--- config.mk ---
export PLATFORM = sky130hd
export DESIGN_NAME = pbba_front
export DESIGN_NICKNAME = d
export VERILOG_FILES = /design/src/rtl/core/pbba_pkg.sv /design/src/rtl/core/pbba_front.sv
export SDC_FILE = /design/constraint.sdc
export NUM_CORES = 1
export LEC_CHECK = 0
export BUFFER_PORTS_ARGS = -buffer_cell sky130_fd_sc_hd__buf_2
export CAP_MARGIN = 20
export CORE_MARGIN = 1.5
export CORE_UTILIZATION = 43
export DETAILED_ROUTE_END_ITERATION = 12
export PLACE_DENSITY = 0.84
export SETUP_SLACK_MARGIN = 0.15
export SLEW_MARGIN = 20
export SYNTH_ARGS = -nofsm -noshare
export SYNTH_HDL_FRONTEND = slang
export SYNTH_SLANG_ARGS = --single-unit
--- constraint.sdc ---
create_clock -name vclk -period 2.9
set_clock_uncertainty 0.1 [all_clocks]
set_input_delay 0 -clock vclk [all_inputs]
set_output_delay 0 -clock vclk [all_outputs]
set_load 0.01 [all_outputs]
--- src/rtl/core/pbba_pkg.sv ---
// Package for the paged bitmap buddy allocator: payload structs, job and
// status codes, fixed geometry constants and the bitmap helper functions.
// No dependencies.
package pbba_pkg;

    localparam int PAGES          = 256;
    localparam int PAGE_AW        = 8;
    localparam int LEVEL_COUNT    = 7;
    localparam int HEADER_BYTES   = 24;
    localparam int MIN_BLOCK_BITS = 10;
    localparam int PAGE_BITS      = 16;

    localparam logic [2:0] ST_ALLOCATED = 3'd0;
    localparam logic [2:0] ST_TOO_LARGE = 3'd1;
    localparam logic [2:0] ST_NO_SPACE  = 3'd2;
    localparam logic [2:0] ST_FREED     = 3'd3;
    localparam logic [2:0] ST_IGNORED   = 3'd4;

    localparam logic CMD_ALLOC = 1'b0;
    localparam logic CMD_FREE  = 1'b1;

    typedef struct packed {
        logic        cmd;
        logic [23:0] request_bytes;
        logic [23:0] free_offset;
        logic [23:0] free_capacity;
    } t_request;

    typedef struct packed {
        logic [23:0] alloc_offset;
        logic [16:0] block_capacity;
        logic [2:0]  status;
    } t_result;

    typedef enum logic [1:0] {
        JOB_ALLOC,
        JOB_FREE,
        JOB_REPLY
    } t_job_kind;

    typedef struct packed {
        t_job_kind   kind;
        logic [2:0]  status;
        logic [2:0]  level;
        logic [7:0]  page;
        logic [5:0]  blk;
    } t_job;

    typedef enum logic [1:0] {
        S_IDLE,
        S_READ,
        S_EVAL
    } t_back_state;

    function automatic logic [63:0] group_mask(input logic [2:0] lv);
        logic [63:0] m;
        unique case (lv)
            3'd0:    m = 64'h0000000000000001;
            3'd1:    m = 64'h0000000100000001;
            3'd2:    m = 64'h0001000100010001;
            3'd3:    m = 64'h0101010101010101;
            3'd4:    m = 64'h1111111111111111;
            3'd5:    m = 64'h5555555555555555;
            default: m = 64'hFFFFFFFFFFFFFFFF;
        endcase
        return m;
    endfunction

    function automatic logic [63:0] block_pattern(input logic [2:0] lv);
        logic [63:0] m;
        unique case (lv)
            3'd0:    m = 64'hFFFFFFFFFFFFFFFF;
            3'd1:    m = 64'h00000000FFFFFFFF;
            3'd2:    m = 64'h000000000000FFFF;
            3'd3:    m = 64'h00000000000000FF;
            3'd4:    m = 64'h000000000000000F;
            3'd5:    m = 64'h0000000000000003;
            default: m = 64'h0000000000000001;
        endcase
        return m;
    endfunction

    // Collapse the map so that bit 0 of each aligned group says "any busy".
    function automatic logic [63:0] fold_map(input logic [63:0] m, input logic [2:0] lv);
        logic [63:0] f;
        f = m;
        for (int j = LEVEL_COUNT - 1; j > 0; j--) begin
            if (j > int'(lv)) begin
                f = ((f >> (1 << (LEVEL_COUNT - 1 - j))) | f) & group_mask(3'(j - 1));
            end
        end
        return f;
    endfunction

    function automatic logic [5:0] lowest_set(input logic [63:0] v);
        logic [5:0] n;
        n = 6'd63;
        for (int i = 63; i >= 0; i--) begin
            if (v[i]) begin
                n = 6'(i);
            end
        end
        return n;
    endfunction

endpackage

--- src/rtl/core/pbba_front.sv ---
// Front end of the allocator: classifies a request into a job for the back end.
// Depends on pbba_pkg.
module pbba_front (
    input  pbba_pkg::t_request i_request,
    output pbba_pkg::t_job     o_job
);
    import pbba_pkg::*;

    logic [24:0] need;
    logic [23:0] base;
    logic        bad_free;
    logic [23:0] cap;

    always_comb begin
        need     = {1'b0, i_request.request_bytes} + 25'(HEADER_BYTES);
        cap      = i_request.free_capacity;
        base     = i_request.free_offset - 24'(HEADER_BYTES);
        bad_free = (i_request.free_offset < 24'(HEADER_BYTES)) || (cap < 24'd1024)
                   || (cap > 24'd65536) || ((cap & (cap - 24'd1)) != 24'd0);
        o_job        = '0;
        o_job.kind   = JOB_REPLY;
        o_job.page   = base[23:16];
        o_job.blk    = base[15:10];
        if (i_request.cmd == CMD_ALLOC) begin
            if (need > 25'd65536) begin
                o_job.status = ST_TOO_LARGE;
            end else begin
                o_job.kind = JOB_ALLOC;
                if (need <= 25'd1024)       o_job.level = 3'd6;
                else if (need <= 25'd2048)  o_job.level = 3'd5;
                else if (need <= 25'd4096)  o_job.level = 3'd4;
                else if (need <= 25'd8192)  o_job.level = 3'd3;
                else if (need <= 25'd16384) o_job.level = 3'd2;
                else if (need <= 25'd32768) o_job.level = 3'd1;
                else                        o_job.level = 3'd0;
            end
        end else begin
            if (bad_free) begin
                o_job.status = ST_IGNORED;
            end else begin
                o_job.kind = JOB_FREE;
                if (cap[16])      o_job.level = 3'd0;
                else if (cap[15]) o_job.level = 3'd1;
                else if (cap[14]) o_job.level = 3'd2;
                else if (cap[13]) o_job.level = 3'd3;
                else if (cap[12]) o_job.level = 3'd4;
                else if (cap[11]) o_job.level = 3'd5;
                else              o_job.level = 3'd6;
            end
        end
    end

endmodule

## Word-level counts from Yosys, hierarchy flattened

Index checks and enable logic that the tools add are counted.

- Bitwise logic cells: 1
- $add $sub $neg: 3
- Order comparisons: 10
- Reductions and logical operators: 4
- Muxes and demuxes: 19

Operators by type and width:

| cell | number |
|---|---|
| two-way mux 3 bit | 10 |
| adder 24 x 5 -> 25 bit, second input constant | 1 |
| greater-than comparator 25 x 17 -> 1 bit, second input constant | 1 |
| less-or-equal comparator 25 x 11 -> 1 bit, second input constant | 1 |
| less-or-equal comparator 25 x 12 -> 1 bit, second input constant | 1 |
| less-or-equal comparator 25 x 13 -> 1 bit, second input constant | 1 |
| less-or-equal comparator 25 x 14 -> 1 bit, second input constant | 1 |
| less-or-equal comparator 25 x 15 -> 1 bit, second input constant | 1 |
| less-or-equal comparator 25 x 16 -> 1 bit, second input constant | 1 |
| bitwise AND 24 bit | 1 |
| greater-than comparator 24 x 17 -> 1 bit, second input constant | 1 |
| < comparator 24 x 11 -> 1 bit, second input constant | 1 |
| < comparator 24 x 5 -> 1 bit, second input constant | 1 |
| nonzero test 24 bit | 1 |
| subtractor 24 x 1 -> 24 bit, second input constant | 1 |
| subtractor 24 x 5 -> 24 bit, second input constant | 1 |
| two-way mux 2 bit | 6 |
| two-way mux 8 bit | 1 |
| logical OR 1 bit | 3 |
| two-way mux 1 bit | 2 |

- Input port bits: 73
- Register bits: 0
- Logic and storage cells: 37

## Depth between registers and ports, before layout

- Depth in word-level cells: 10
- Mapped depth: 9

## Worst setup path after synthesis

Ideal clock, no wire load.

- Path type: in2out
- Start point: in i_request[51] (netlist bit)
- End point: out o_job[15] (netlist bit)
- Slack: 0.784 ns
- Stages on the path: 9
- Data arrival time: 2.016 ns
- Cell sequence: inv_1 ha_1 nand3b_1 nor4_1 mux2i_1 nand2_1 or4_1 o21ai_0 a22o_1

RTL lines:

| element | line | RTL |
|---|---|---|
| start: declaration | pbba_front.sv:4 | `input pbba_pkg::t_request i_request,` |
| end: declaration | pbba_front.sv:5 | `output pbba_pkg::t_job o_job` |

==> impl_results.md <==
- Multiplexer share of the synthesized area: 1.616%
- Setup TNS: 0 ns
- Final GP Congestion: 0.8163
- Drt first pass iters: 4
- Fmax: 392.3 MHz
- Worst Setup Start Kind: input pin
- Avg WL per Cell: 12.26 um
- WL final: 3.703 mm
- CP Data Arrival Time: 2.45 ns
- Multi-input logic area: 1240 um2
- Clock buf count: 0
- Compound-Gate Fraction of Synth Area: 27.47%
- Fill count: 258
- Yosys top cell area share: 7.778%
- Number of max-cap violations: 0
- Register area: 0 um2
- Total gr overflow: 0
- Dpl hpwl: 3.223 mm
- I/O pin count: 95
- Post-synthesis adder-cell area fraction: 3.636%
- Unrepaired setup endpoints after global routing: false
- Slew Viols, Final: 0
- Commonest non-fill, non-tap cells in the layout: 91 x buf_2, 21 x nor2_1, 15 x nor3_1
- DRT iter0 DRCs: 41
- Crit path max fanout: 8
- Synth unique cells: 56
- Initial Utilization: 45.31%
- Leak Pwr: 0.7306 nW
- Remaining antenna violation count: 0
- Total die area: 3211 um2
- Die W: 56.67 um
- Antenna fix cells: 0
- Grt met1 use: 26.63%
- Fin cells: 302
- Die Y-Extent: 56.67 um
- Overall global routing resource usage: 21.40%
- Status: finished clean
- FF+latch count: 0
- Hold Slack: 0.1845 ns
- Pin count of the biggest net entering global routing: 9
- Grt met3 use: 2.304%
- PwrDens: 99.37 nW/um2
- Yosys top cell by area: xnor2_1
- Final nets: 348
- Initial antenna violation count: 0
- Gr busiest metal: met2
- Placed Area: 1733 um2
- Syn avg cell area: 6.882 um2
- CP endpoint kind: output port
- Critical path required time: 2.80 ns
- Slew headroom: 65.06%
- Largest family of logic cells by synthesized area: simple AND/OR/NAND/NOR gates
- Input/output buffers: 91
- Fraction of synthesized cell area in xor and xnor cells: 11.31%
- Depth of the worst hold-timing path: 3
- Crit Path Class: input pin to output port
- Number of cells in the design after placement: 302
- Mapped cell area: 1239 um2
- Crit path time final: 2.549 ns
- Area contributors post-synth: xnor2_1 7.8%, nor3_1 6.5%, nor2_1 6.4%
- Final hold vios: 0
- Syn Inst Count: 180
- Post-CTS Setup Inserts: 0
- Design area: 1760 um2
- Vias in the first global route: 1418
- YS warnings: 0
- Via density: 5.705
- Syn nets: 255
- Worst VDD drop: 0.06384 mV
- Layout cells sized above 1: 40.59%
- Vias: 1723
- Least-Margin Pin Slew: 0.5193 ns
- Layout Utilization: 64.39%
- Most common cell after layout, fill and taps aside: buf_2
- Area delta synth->final: 42.12%
- Core area: 2734 um2
- # DRC: 0
- Fin crit share: 87.89%
- Min-delay worst type: input pin to output port
- Synth Area in Simple Gates: 53.54%
- Setup violators final: 0
- FP Rows: 19
- Register area share after synthesis: 0%
- Met2 Use GR: 40.53%
- Global-route wire length before repair: 5.871 mm
## report_power, final
group / switching, mW / leakage [nW] / internal (mW) / total [mW]
Clock: 0 / 0 / 0 / 0
Sequential: 0 / 0 / 0 / 0
Combinational: 0.0958 / 0.731 / 0.0792 / 0.175
## logic make-up after synthesis
logic type / after synthesis
AOI/OAI and AO/OA: 44
xor gates and xnor gates: 16
adders and majority gates: 4
buffers and inverters: 6
muxes: 2
other: 1
and+or+nand+nor: 107
## final cells by class
type	count	area share, %
multi-input cells	174	70.43
repair buffers	92	26.30
well taps	31	2.203
inverters	5	1.066
## synth_stat cells, drive strengths merged, types with 2 or more instances
cell type / instances
a2111oi: 3
a211oi: 3
a21o: 3
a21oi: 4
a221oi: 2
a22o: 2
a31oi: 3
and2: 3
ha: 2
inv: 5
maj3: 2
mux2i: 2
nand2: 13
nand2b: 4
nand3: 6
nand4: 5
nand4b: 3
nor2: 21
nor2b: 2
nor3: 17
nor4: 11
nor4b: 2
o21a: 2
o21ai: 8
o22ai: 2
o31a: 2
o31ai: 2
or2: 6
or3: 4
or4: 6
xnor2: 11
xor2: 5
## through the flow
| stage | power (mW) | setup slack [ns] |
|---|---|---|
| after floorplan | 0.07594 | 0.7841 |
| after global routing | 0.1931 | 0.1816 |
| after CTS | 0.1721 | 0.3000 |
| after detailed placement | 0.1716 | 0.3195 |
| after global placement | 0.1687 | 0.3454 |
| final | 0.1749 | 0.3512 |
## layer usage
metal,up-vias,part of all wire (%)
li1,902,-
met1,755,44
met2,64,48
met3,2,6.9
met4,0,0.62
met5,-,0
## critical path, stage by stage
cell and delay (ns):
buf_2 0.15, inv_1 0.06, ha_1 0.25, nand3b_1 0.21
nor4_2 0.35, mux2i_1 0.29, nand2_1 0.18, or4_1 0.55
o21ai_0 0.09, a22o_1 0.17, buf_2 0.13
## final timing paths
check          start         to  slack, ns
min    i_request[45]  o_job[11]       0.18
max    i_request[51]  o_job[15]       0.35
## timing repair
item                                    in CTS  in global routing
endpoints found under the setup margin       0                  3
hold buffers                                 0                  0
gates resized for setup                      0                  5
No activity file was read; power rests on OpenSTA's default activity.
