--- src/rtl/core/pbba_pkg.sv ---
// Package for the paged bitmap buddy allocator: payload structs, job and
// status codes, fixed geometry constants and the bitmap helper functions.
// No dependencies.
package pbba_pkg;

    localparam int PAGES          = 256;
    localparam int PAGE_AW        = 8;
    localparam int LEVEL_COUNT    = 7;
    localparam int HEADER_BYTES   = 24;
    localparam int MIN_BLOCK_BITS = 10;
    localparam int PAGE_BITS      = 16;

    localparam logic [2:0] ST_ALLOCATED = 3'd0;
    localparam logic [2:0] ST_TOO_LARGE = 3'd1;
    localparam logic [2:0] ST_NO_SPACE  = 3'd2;
    localparam logic [2:0] ST_FREED     = 3'd3;
    localparam logic [2:0] ST_IGNORED   = 3'd4;

    localparam logic CMD_ALLOC = 1'b0;
    localparam logic CMD_FREE  = 1'b1;

    typedef struct packed {
        logic        cmd;
        logic [23:0] request_bytes;
        logic [23:0] free_offset;
        logic [23:0] free_capacity;
    } t_request;

    typedef struct packed {
        logic [23:0] alloc_offset;
        logic [16:0] block_capacity;
        logic [2:0]  status;
    } t_result;

    typedef enum logic [1:0] {
        JOB_ALLOC,
        JOB_FREE,
        JOB_REPLY
    } t_job_kind;

    typedef struct packed {
        t_job_kind   kind;
        logic [2:0]  status;
        logic [2:0]  level;
        logic [7:0]  page;
        logic [5:0]  blk;
    } t_job;

    typedef enum logic [1:0] {
        S_IDLE,
        S_READ,
        S_EVAL
    } t_back_state;

    function automatic logic [63:0] group_mask(input logic [2:0] lv);
        logic [63:0] m;
        unique case (lv)
            3'd0:    m = 64'h0000000000000001;
            3'd1:    m = 64'h0000000100000001;
            3'd2:    m = 64'h0001000100010001;
            3'd3:    m = 64'h0101010101010101;
            3'd4:    m = 64'h1111111111111111;
            3'd5:    m = 64'h5555555555555555;
            default: m = 64'hFFFFFFFFFFFFFFFF;
        endcase
        return m;
    endfunction

    function automatic logic [63:0] block_pattern(input logic [2:0] lv);
        logic [63:0] m;
        unique case (lv)
            3'd0:    m = 64'hFFFFFFFFFFFFFFFF;
            3'd1:    m = 64'h00000000FFFFFFFF;
            3'd2:    m = 64'h000000000000FFFF;
            3'd3:    m = 64'h00000000000000FF;
            3'd4:    m = 64'h000000000000000F;
            3'd5:    m = 64'h0000000000000003;
            default: m = 64'h0000000000000001;
        endcase
        return m;
    endfunction

    // Collapse the map so that bit 0 of each aligned group says "any busy".
    function automatic logic [63:0] fold_map(input logic [63:0] m, input logic [2:0] lv);
        logic [63:0] f;
        f = m;
        for (int j = LEVEL_COUNT - 1; j > 0; j--) begin
            if (j > int'(lv)) begin
                f = ((f >> (1 << (LEVEL_COUNT - 1 - j))) | f) & group_mask(3'(j - 1));
            end
        end
        return f;
    endfunction

    function automatic logic [5:0] lowest_set(input logic [63:0] v);
        logic [5:0] n;
        n = 6'd63;
        for (int i = 63; i >= 0; i--) begin
            if (v[i]) begin
                n = 6'(i);
            end
        end
        return n;
    endfunction

endpackage

--- src/rtl/core/pbba_queue.sv ---
// Two-entry job queue between the allocator front and back ends.
// Depends on pbba_pkg.
module pbba_queue (
    input  logic           i_clk,
    input  logic           i_rst_n,
    input  logic           i_push,
    input  pbba_pkg::t_job i_job,
    output logic           o_full,
    output logic           o_valid,
    output pbba_pkg::t_job o_job,
    input  logic           i_pop
);
    import pbba_pkg::*;

    t_job       r_q [2];
    logic       r_wp, r_rp;
    logic [1:0] r_cnt;

    assign o_full  = (r_cnt == 2'd2);
    assign o_valid = (r_cnt != 2'd0);
    assign o_job   = r_q[r_rp];

    always_ff @(posedge i_clk) begin
        if (i_push) begin
            r_q[r_wp] <= i_job;
        end
        if (!i_rst_n) begin
            r_wp  <= 1'b0;
            r_rp  <= 1'b0;
            r_cnt <= 2'd0;
        end else begin
            if (i_push) r_wp <= ~r_wp;
            if (i_pop)  r_rp <= ~r_rp;
            r_cnt <= r_cnt + 2'(i_push) - 2'(i_pop);
        end
    end

endmodule

--- config.mk ---
export PLATFORM = sky130hd
export DESIGN_NAME = pbba_queue
export DESIGN_NICKNAME = d
export VERILOG_FILES = /design/src/rtl/core/pbba_pkg.sv /design/src/rtl/core/pbba_queue.sv
export SDC_FILE = /design/constraint.sdc
export NUM_CORES = 1
export LEC_CHECK = 0
export BUFFER_PORTS_ARGS = -buffer_cell sky130_fd_sc_hd__buf_2
export CORE_MARGIN = 3
export CORE_UTILIZATION = 51
export DETAILED_ROUTE_END_ITERATION = 7
export GPL_ROUTABILITY_DRIVEN = 0
export PLACE_DENSITY_LB_ADDON = 0.15
export SLEW_MARGIN = 10
export SYNTH_ARGS = -nofsm -noshare
export SYNTH_HDL_FRONTEND = slang
export SYNTH_SLANG_ARGS = --single-unit
export TNS_END_PERCENT = 5
--- constraint.sdc ---
create_clock -name i_clk -period 2.4 [get_ports i_clk]
set_clock_uncertainty 0.15 [all_clocks]
set_input_delay 0.48 -clock i_clk [delete_from_list [all_inputs] [get_ports i_clk]]
set_output_delay 0.48 -clock i_clk [all_outputs]
set_load 0.05 [all_outputs]
Yosys cells after proc, flatten, opt, wreduce, memory -nomap -nowiden
Memory sizes are Yosys's and may differ from the RTL's. A register that Yosys moved wholly into a read port is not among the register bits. Cells that the tools add are included.

Bits in latches: 0. Bits in read-only memories: 0. Memories: 1. Input bits: 26. RAM bits: 44. Bits in registers: 4.

Shifts and indexed selects: 0. Equal/unequal tests: 1. Bitwise operators: 2. Divide/modulo/power cells: 0. Muxes and demuxes: 4. Magnitude comparators: 0. Reduce and logical (&&, ||, !) cells: 1. Add/subtract/negate cells: 2. Multipliers: 0.

Memories: r_q (depth 2, width 22, rd ports 1, clocked after memory_dff 1, write ports 1, line pbba_queue.sv:15) `t_job r_q [2];`.

Operator list (count): 1-bit two-way mux (4); 2-bit by 1-bit adder with 2-bit output (1); 2-bit == test, second input constant (1); 1-bit inverter (2); 2-bit nonzero test (1); 2-bit by 1-bit subtractor with 2-bit output (1).

Depth between registers and ports, before layout
Gate-level depths: netlist of the first run.

Depth in word-level cells: 3. Mapped depth: 6.

Worst setup path before layout of the first run
Ideal clock, no wire load.

Path type: input-to-reg. From: input i_push. To: memory r_q[0][0] (netlist bit) (enable). Required time: 1.845 ns. Arrival time: 1.531 ns. Stages: 1. Slack: 0.314 ns. Path through: nor2b_1.

Cells in the longest elaborated chain, start to end: 2.

RTL lines: start: declaration (line pbba_queue.sv:6) `input logic i_push,`; 1-bit two-way mux (line pbba_queue.sv:24) `if (i_push) begin`; 1-bit two-way mux (not written as such) (line pbba_queue.sv:25) `r_q[r_wp] <= i_job;`; end: declaration (line pbba_queue.sv:15).

Every way passes these cells.

==> results of run 1 <==
Yosys cell counts:
library cell / number / area, sq um
o21a_1: 1 / 7.51
edfxtp_1: 44 / 1320
xnor3_1: 1 / 22.5
buf_6: 2 / 22.5
ha_1: 2 / 25.0
dfxtp_1: 5 / 100
mux2_2: 22 / 248
and2_1: 4 / 25.0
xor2_1: 1 / 8.76
nor2b_1: 4 / 25.0
inv_1: 2 / 7.51
or2_2: 1 / 6.26
power by group:
group          leakage (nW)  switching, mW  internal (mW)
Combinational         0.376          0.250          0.123
Clock                0.0399          0.232          0.217
Sequential            0.455         0.0156          0.983
Total                 0.871          0.498           1.32
layout make-up:
class	instances	area, sq um	share of cell area [%]
Sequential cell	49	1420	64.0
Multi-Input combinational cell	36	370	16.7
Timing Repair Buffer	55	290	13.1
Tap cell	46	57.6	2.59
Clock buffer	6	41.3	1.86
Clock inverter	2	33.8	1.52
Inverter	2	7.51	0.338
cells by family (layout without fill, tap and decap cells):
| kind of cell | after synthesis | in the layout | share of synthesized area [%] |
|---|---|---|---|
| xor+xnor | 2 | 2 | 1.72 |
| compound gates | 1 | 1 | 0.413 |
| buf+inv | 4 | 65 | 1.65 |
| mux | 22 | 22 | 13.6 |
| flops | 49 | 49 | 78.1 |
| fa+ha+maj | 2 | 2 | 1.38 |
| simple gates | 9 | 9 | 3.09 |
sequential cells by signal, indices dropped and copies added (netlist names), named ones only:
register	cells
r_rp	1
r_cnt	2
r_wp	1
r_q	44
worst max-delay path, stage by stage, from the launching register on:
cell and delay (ns):
dfxtp_1 0.35, buf_4 0.20, mux2_2 0.36, buf_2 0.21
metal layers:
layer | up-vias | routed length [um] | share of wire, % | global-route usage, %
met3 | 6 | 193 | 7.2 | 6.50
met4 | 0 | 63 | 2.3 | 7.77
met2 | 28 | 1420 | 53 | 23.3
met1 | 458 | 1010 | 38 | 16.4
li1 | 455 | - | - | -
met5 | - | 0 | 0 | 0
final timing paths:
kind	from	endpoint	slack [ns]	cells after the start
setup / recovery	register	o_job[5]	0.30	3
hold / removal	i_job[8]	r_q[0][8]	0.15	1
setup reg to reg	r_cnt[0]	r_cnt[1]	1.03	6
hold reg to reg	r_rp	r_rp	0.45	2
metrics by stage:
step | util (%) | total power, mW
after floorplan | - | 1.31
after global placement | 63.3 | 1.39
after detailed placement | 63.3 | 1.40
after CTS | 65.6 | 1.85
after global routing | 65.6 | 1.90
final | 65.6 | 1.82
cell usage in the layout, fill, tap and decap left out, drive strengths merged:
cell / n
and2: 4
buf: 55
bufinv: 1
clkbuf: 6
clkinv: 1
dfxtp: 5
edfxtp: 44
ha: 2
inv: 2
mux2: 22
nor2b: 4
o21a: 1
or2: 1
xnor3: 1
xor2: 1
==> summary.txt, run 1 <==
Run status
  • Status: completed

STA
  • Max Fclk: 0.476 GHz
  • Final Hold Vio Count: 0
  • RSZ-0062 raised after global routing: false
  • Period utilisation layout: 87.5%
  • Setup-failing EPs final: 0
  • Setup TNS: 0 ns
  • Hold_ws: 0.154 ns
  • Final min period: roughly 2.1 ns
  • Fin. max-slew vios: 0
  • Final WS setup: 0.300 ns
  • Worst Tran Pin Value: 0.260 ns
  • Rel. slew slack: 82.8%

CTS
  • CTS sink cnt: roughly 50
  • TritonCTS Buffers: 5
  • CTS clk-pin slew, worst paths: 0.12 ns
  • Max clock buf depth: 2
  • Worst-Skew Late Latency: between 0.3 and 0.4 ns
  • CTS hold repair buffers: 0
  • Post_cts resized: 0
  • Root Buffer Master: clkbuf_4
  • Total setup buffers inserted after CTS: 0
  • CTS tree: done
  • H-tree lvl count: 2

Power
  • Pleak: 0.871 nW
  • Cell area power density: 820 nW/um^2
  • Worst IR Drop VDD: around 0.00055 V

Routing
  • Initial DRC count: 47
  • Vias after detailed routing: 947
  • 1st-pass router iterations: 4
  • Drc violations: 0
  • Routed WL: 2690 um
  • Wire length per cell: 13.7 um
  • Via/cell ratio: ~4.8
  • Routed Antenna Nets: 0

Floorplan
  • Initial core utilization: 53.7%
  • Die ar.: 4320 sq um
  • Row count: 21
  • Ports: 50
  • Core ar.: between 3000 and 4000 sq um
  • Die Wd: between 60 and 70 um
  • Die Ht: 65.7 um

Placement
  • HPWL Detailed: 1990 um
  • Placed insts: 188
  • Post-Place Setup Slack: ~0.69 ns
  • Placed Instance Area: 2150 sq um
  • Port Buf Inserts: slightly below 50

GRT
  • Vias in the first global route: 967
  • Initial antenna violation count: 0
  • First-pass GRT wire length: approximately 4400 um
  • Grt ovf: 0
  • Total track usage: 14.6%
  • Largest net degree at the start of global routing: 15

Finish
  • Nets: 177
  • Fillers: approximately 250
  • ANT cells: 0
  • Design Area, Final: between 2000 and 2500 sq um
  • Share of layout cells above drive strength 1: about 57%
  • Area delta synth->final: 22.1%
  • Non-filler cells, final: 196

Setup path
  • Crit path max fanout: 11
  • Crit path kind: reg2out
  • WP data required: 1.77 ns
  • CP arrival: 1.47 ns
  • CP Capture Type: primary output
  • Crit path launch type: register

Worst hold path
  • Worst min path class: in2reg

Run
  • Maxcap violations: 0

Synthesis
  • Mapped Area: 1820 sq um
  • Flops & latches, synth: 49
  • Seq/Total Area, Yosys: 78.1%
  • Synthesized area per cell: 20.4 sq um
  • Yosys warns: 0
  • Syn Nets: 117
  • Cells after Synth: 89
  • Post-synth cell types: 12
No activity file was read; power rests on OpenSTA's default activity.
==> run 2, diff against run 1 <==
RECOVER_POWER = 100   (was not set)
==> summary.txt, run 2 (same netlist as run 1, synthesis figures left out) <==
Run status
  • Status: completed

CTS
  • TritonCTS Buffers: 5
  • Total setup buffers inserted after CTS: 0
  • CTS clk-pin slew, worst paths: 0.12 ns
  • CTS hold repair buffers: 0
  • Max clock buf depth: 2
  • CTS tree: done
  • Root Buffer Master: clkbuf_4
  • CTS sink cnt: 49
  • H-tree lvl count: 2
  • Post_cts resized: 0
  • Worst-Skew Late Latency: 0.36 ns

Finish
  • Largest regs: r_q x44, r_cnt x2
  • Area delta synth->final: 20.6%
  • ANT cells: 0
  • Share of layout cells above drive strength 1: 47.3%
  • Fillers: 265
  • Final core utilization: roughly two thirds
  • Max reg flops: 44
  • Commonest non-fill, non-tap cells in the layout: 44 x edfxtp_1, 22 x mux2_2, 20 x buf_2, 20 x clkbuf_2, 14 x clkbuf_1
  • Multi-input logic area: 368 sq um
  • Reg area: 1420 sq um
  • Largest Register: r_q
  • Most common cell after layout, fill and taps aside: edfxtp_1
  • Nets: 177
  • Design Area, Final: around 2200 sq um

Run
  • Maxcap violations: 0

Power
  • P_sw: 0.503 mW
  • Cell area power density: 828 nW/um^2
  • P_int: between 1 and 1.5 mW
  • Switching part of the total power: 27.7%
  • Pleak: 0.830 nW
  • Comb pwr share: 20.1%
  • Clk pwr share: 24.9%
  • Worst IR Drop VDD: 0.000553 V
  • Sequential share of power: 55.0%

Worst hold path
  • Worst min path class: in2reg

Floorplan
  • Row count: 21
  • Die ar.: 4320 sq um
  • Core ar.: 3390 sq um
  • Die Ht: 65.7 um
  • Ports: 50
  • Die Wd: 65.7 um
  • Initial core utilization: 53.7%

STA
  • Final WS setup: approximately 0.27 ns
  • Period utilisation layout: 88.9%
  • Final Hold Vio Count: 0
  • Setup TNS: 0 ns
  • Fin. max-slew vios: 0
  • Rel. slew slack: 56.8%
  • Worst Tran Pin Value: 0.648 ns
  • Final min period: 2.13 ns
  • RSZ-0062 raised after global routing: false
  • Max Fclk: between 0.4 and 0.5 GHz
  • Setup-failing EPs final: 0
  • Hold_ws: 0.146 ns

Setup path
  • Crit path launch type: register
  • Crit path max fanout: 11
  • Top Family by Delay on Critical Path: buffers and inverters
  • R2R Setup Slk: 0.87 ns
  • Slowest CP cell: mux2_2
  • CP peak stage delay: about 0.36 ns
  • WP data required: 1.77 ns
  • CP Capture Type: primary output
  • CP arrival: around 1.5 ns
  • CP Cell Sequence: buf_4 -> mux2_2 -> clkbuf_2
  • Crit path kind: reg2out
  • Buf+Inv Stages, Crit Path: 2

Placement
  • Placed Instance Area: 2150 sq um
  • Port Buf Inserts: 49
  • HPWL Detailed: 1990 um
  • Post-Place Setup Slack: 0.691 ns

Routing
  • Wire length per cell: roughly 14 um
  • Routed Antenna Nets: 0
  • Routed WL: 2710 um
  • Vias after detailed routing: 953
  • Initial DRC count: 49
  • Via/cell ratio: slightly below 5
  • Drc violations: 0
  • 1st-pass router iterations: 4

GRT
  • First-pass GRT wire length: 4440 um
  • Total track usage: 14.6%
  • Vias in the first global route: between 900 and 1000
  • Grt ovf: 0
  • Initial antenna violation count: 0
  • Largest net degree at the start of global routing: 15
[run 2: through the flow]
| step | cells | total power, mW |
|---|---|---|
| final | 196 | 1.82 |
| after global routing | 196 | 1.89 |
| after CTS | 196 | 1.85 |
| after detailed placement | 188 | 1.40 |
| after global placement | 188 | 1.39 |
| after floorplan | 89 | 1.31 |
[run 2: final cells by class]
cell class / count / share of cell area (%)
well taps: 46 / 2.62
multi-input cells: 36 / 16.8
inverters: 2 / 0.342
clock inverters: 2 / 1.54
clock buffers: 6 / 1.88
repair buffers: 55 / 12.0
flip-flops and latches: 49 / 64.8
[run 2: final timing paths]
kind	startpoint	endpoint	cells past startpoint
max	register	o_job[19]	3
min	i_job[0]	r_q[1][0]	1
max reg2reg	r_wp	r_q[0][4]	2
min reg2reg	r_rp	r_rp	2
[run 2: power groups by stage]
stage                     Clock, mW  Combinational, mW  Sequential [mW]
final                         0.452              0.366            0.999
after floorplan                   0              0.290             1.02
after CTS                     0.470              0.380             1.00
after global routing          0.497              0.391             1.00
after detailed placement          0              0.379             1.02
after global placement            0              0.373             1.02
[run 2: routing by layer]
layer / vias up / track usage, % / routed length, um / part of all wire (%)
li1: 455 / - / - / -
met2: 28 / 23.3 / 1430 / 53
met4: 0 / 7.77 / 66 / 2.4
met5: - / 0 / 0 / 0
met1: 462 / 16.4 / 1020 / 38
met3: 8 / 6.50 / 189 / 7.0
[run 2: worst register-to-register path: cells and delay by family (launching register included)]
family	cells	cell delay, ns
flip-flops	1	0.34
AND/OR/NAND/NOR	1	0.16
buffers and inverters	1	0.53
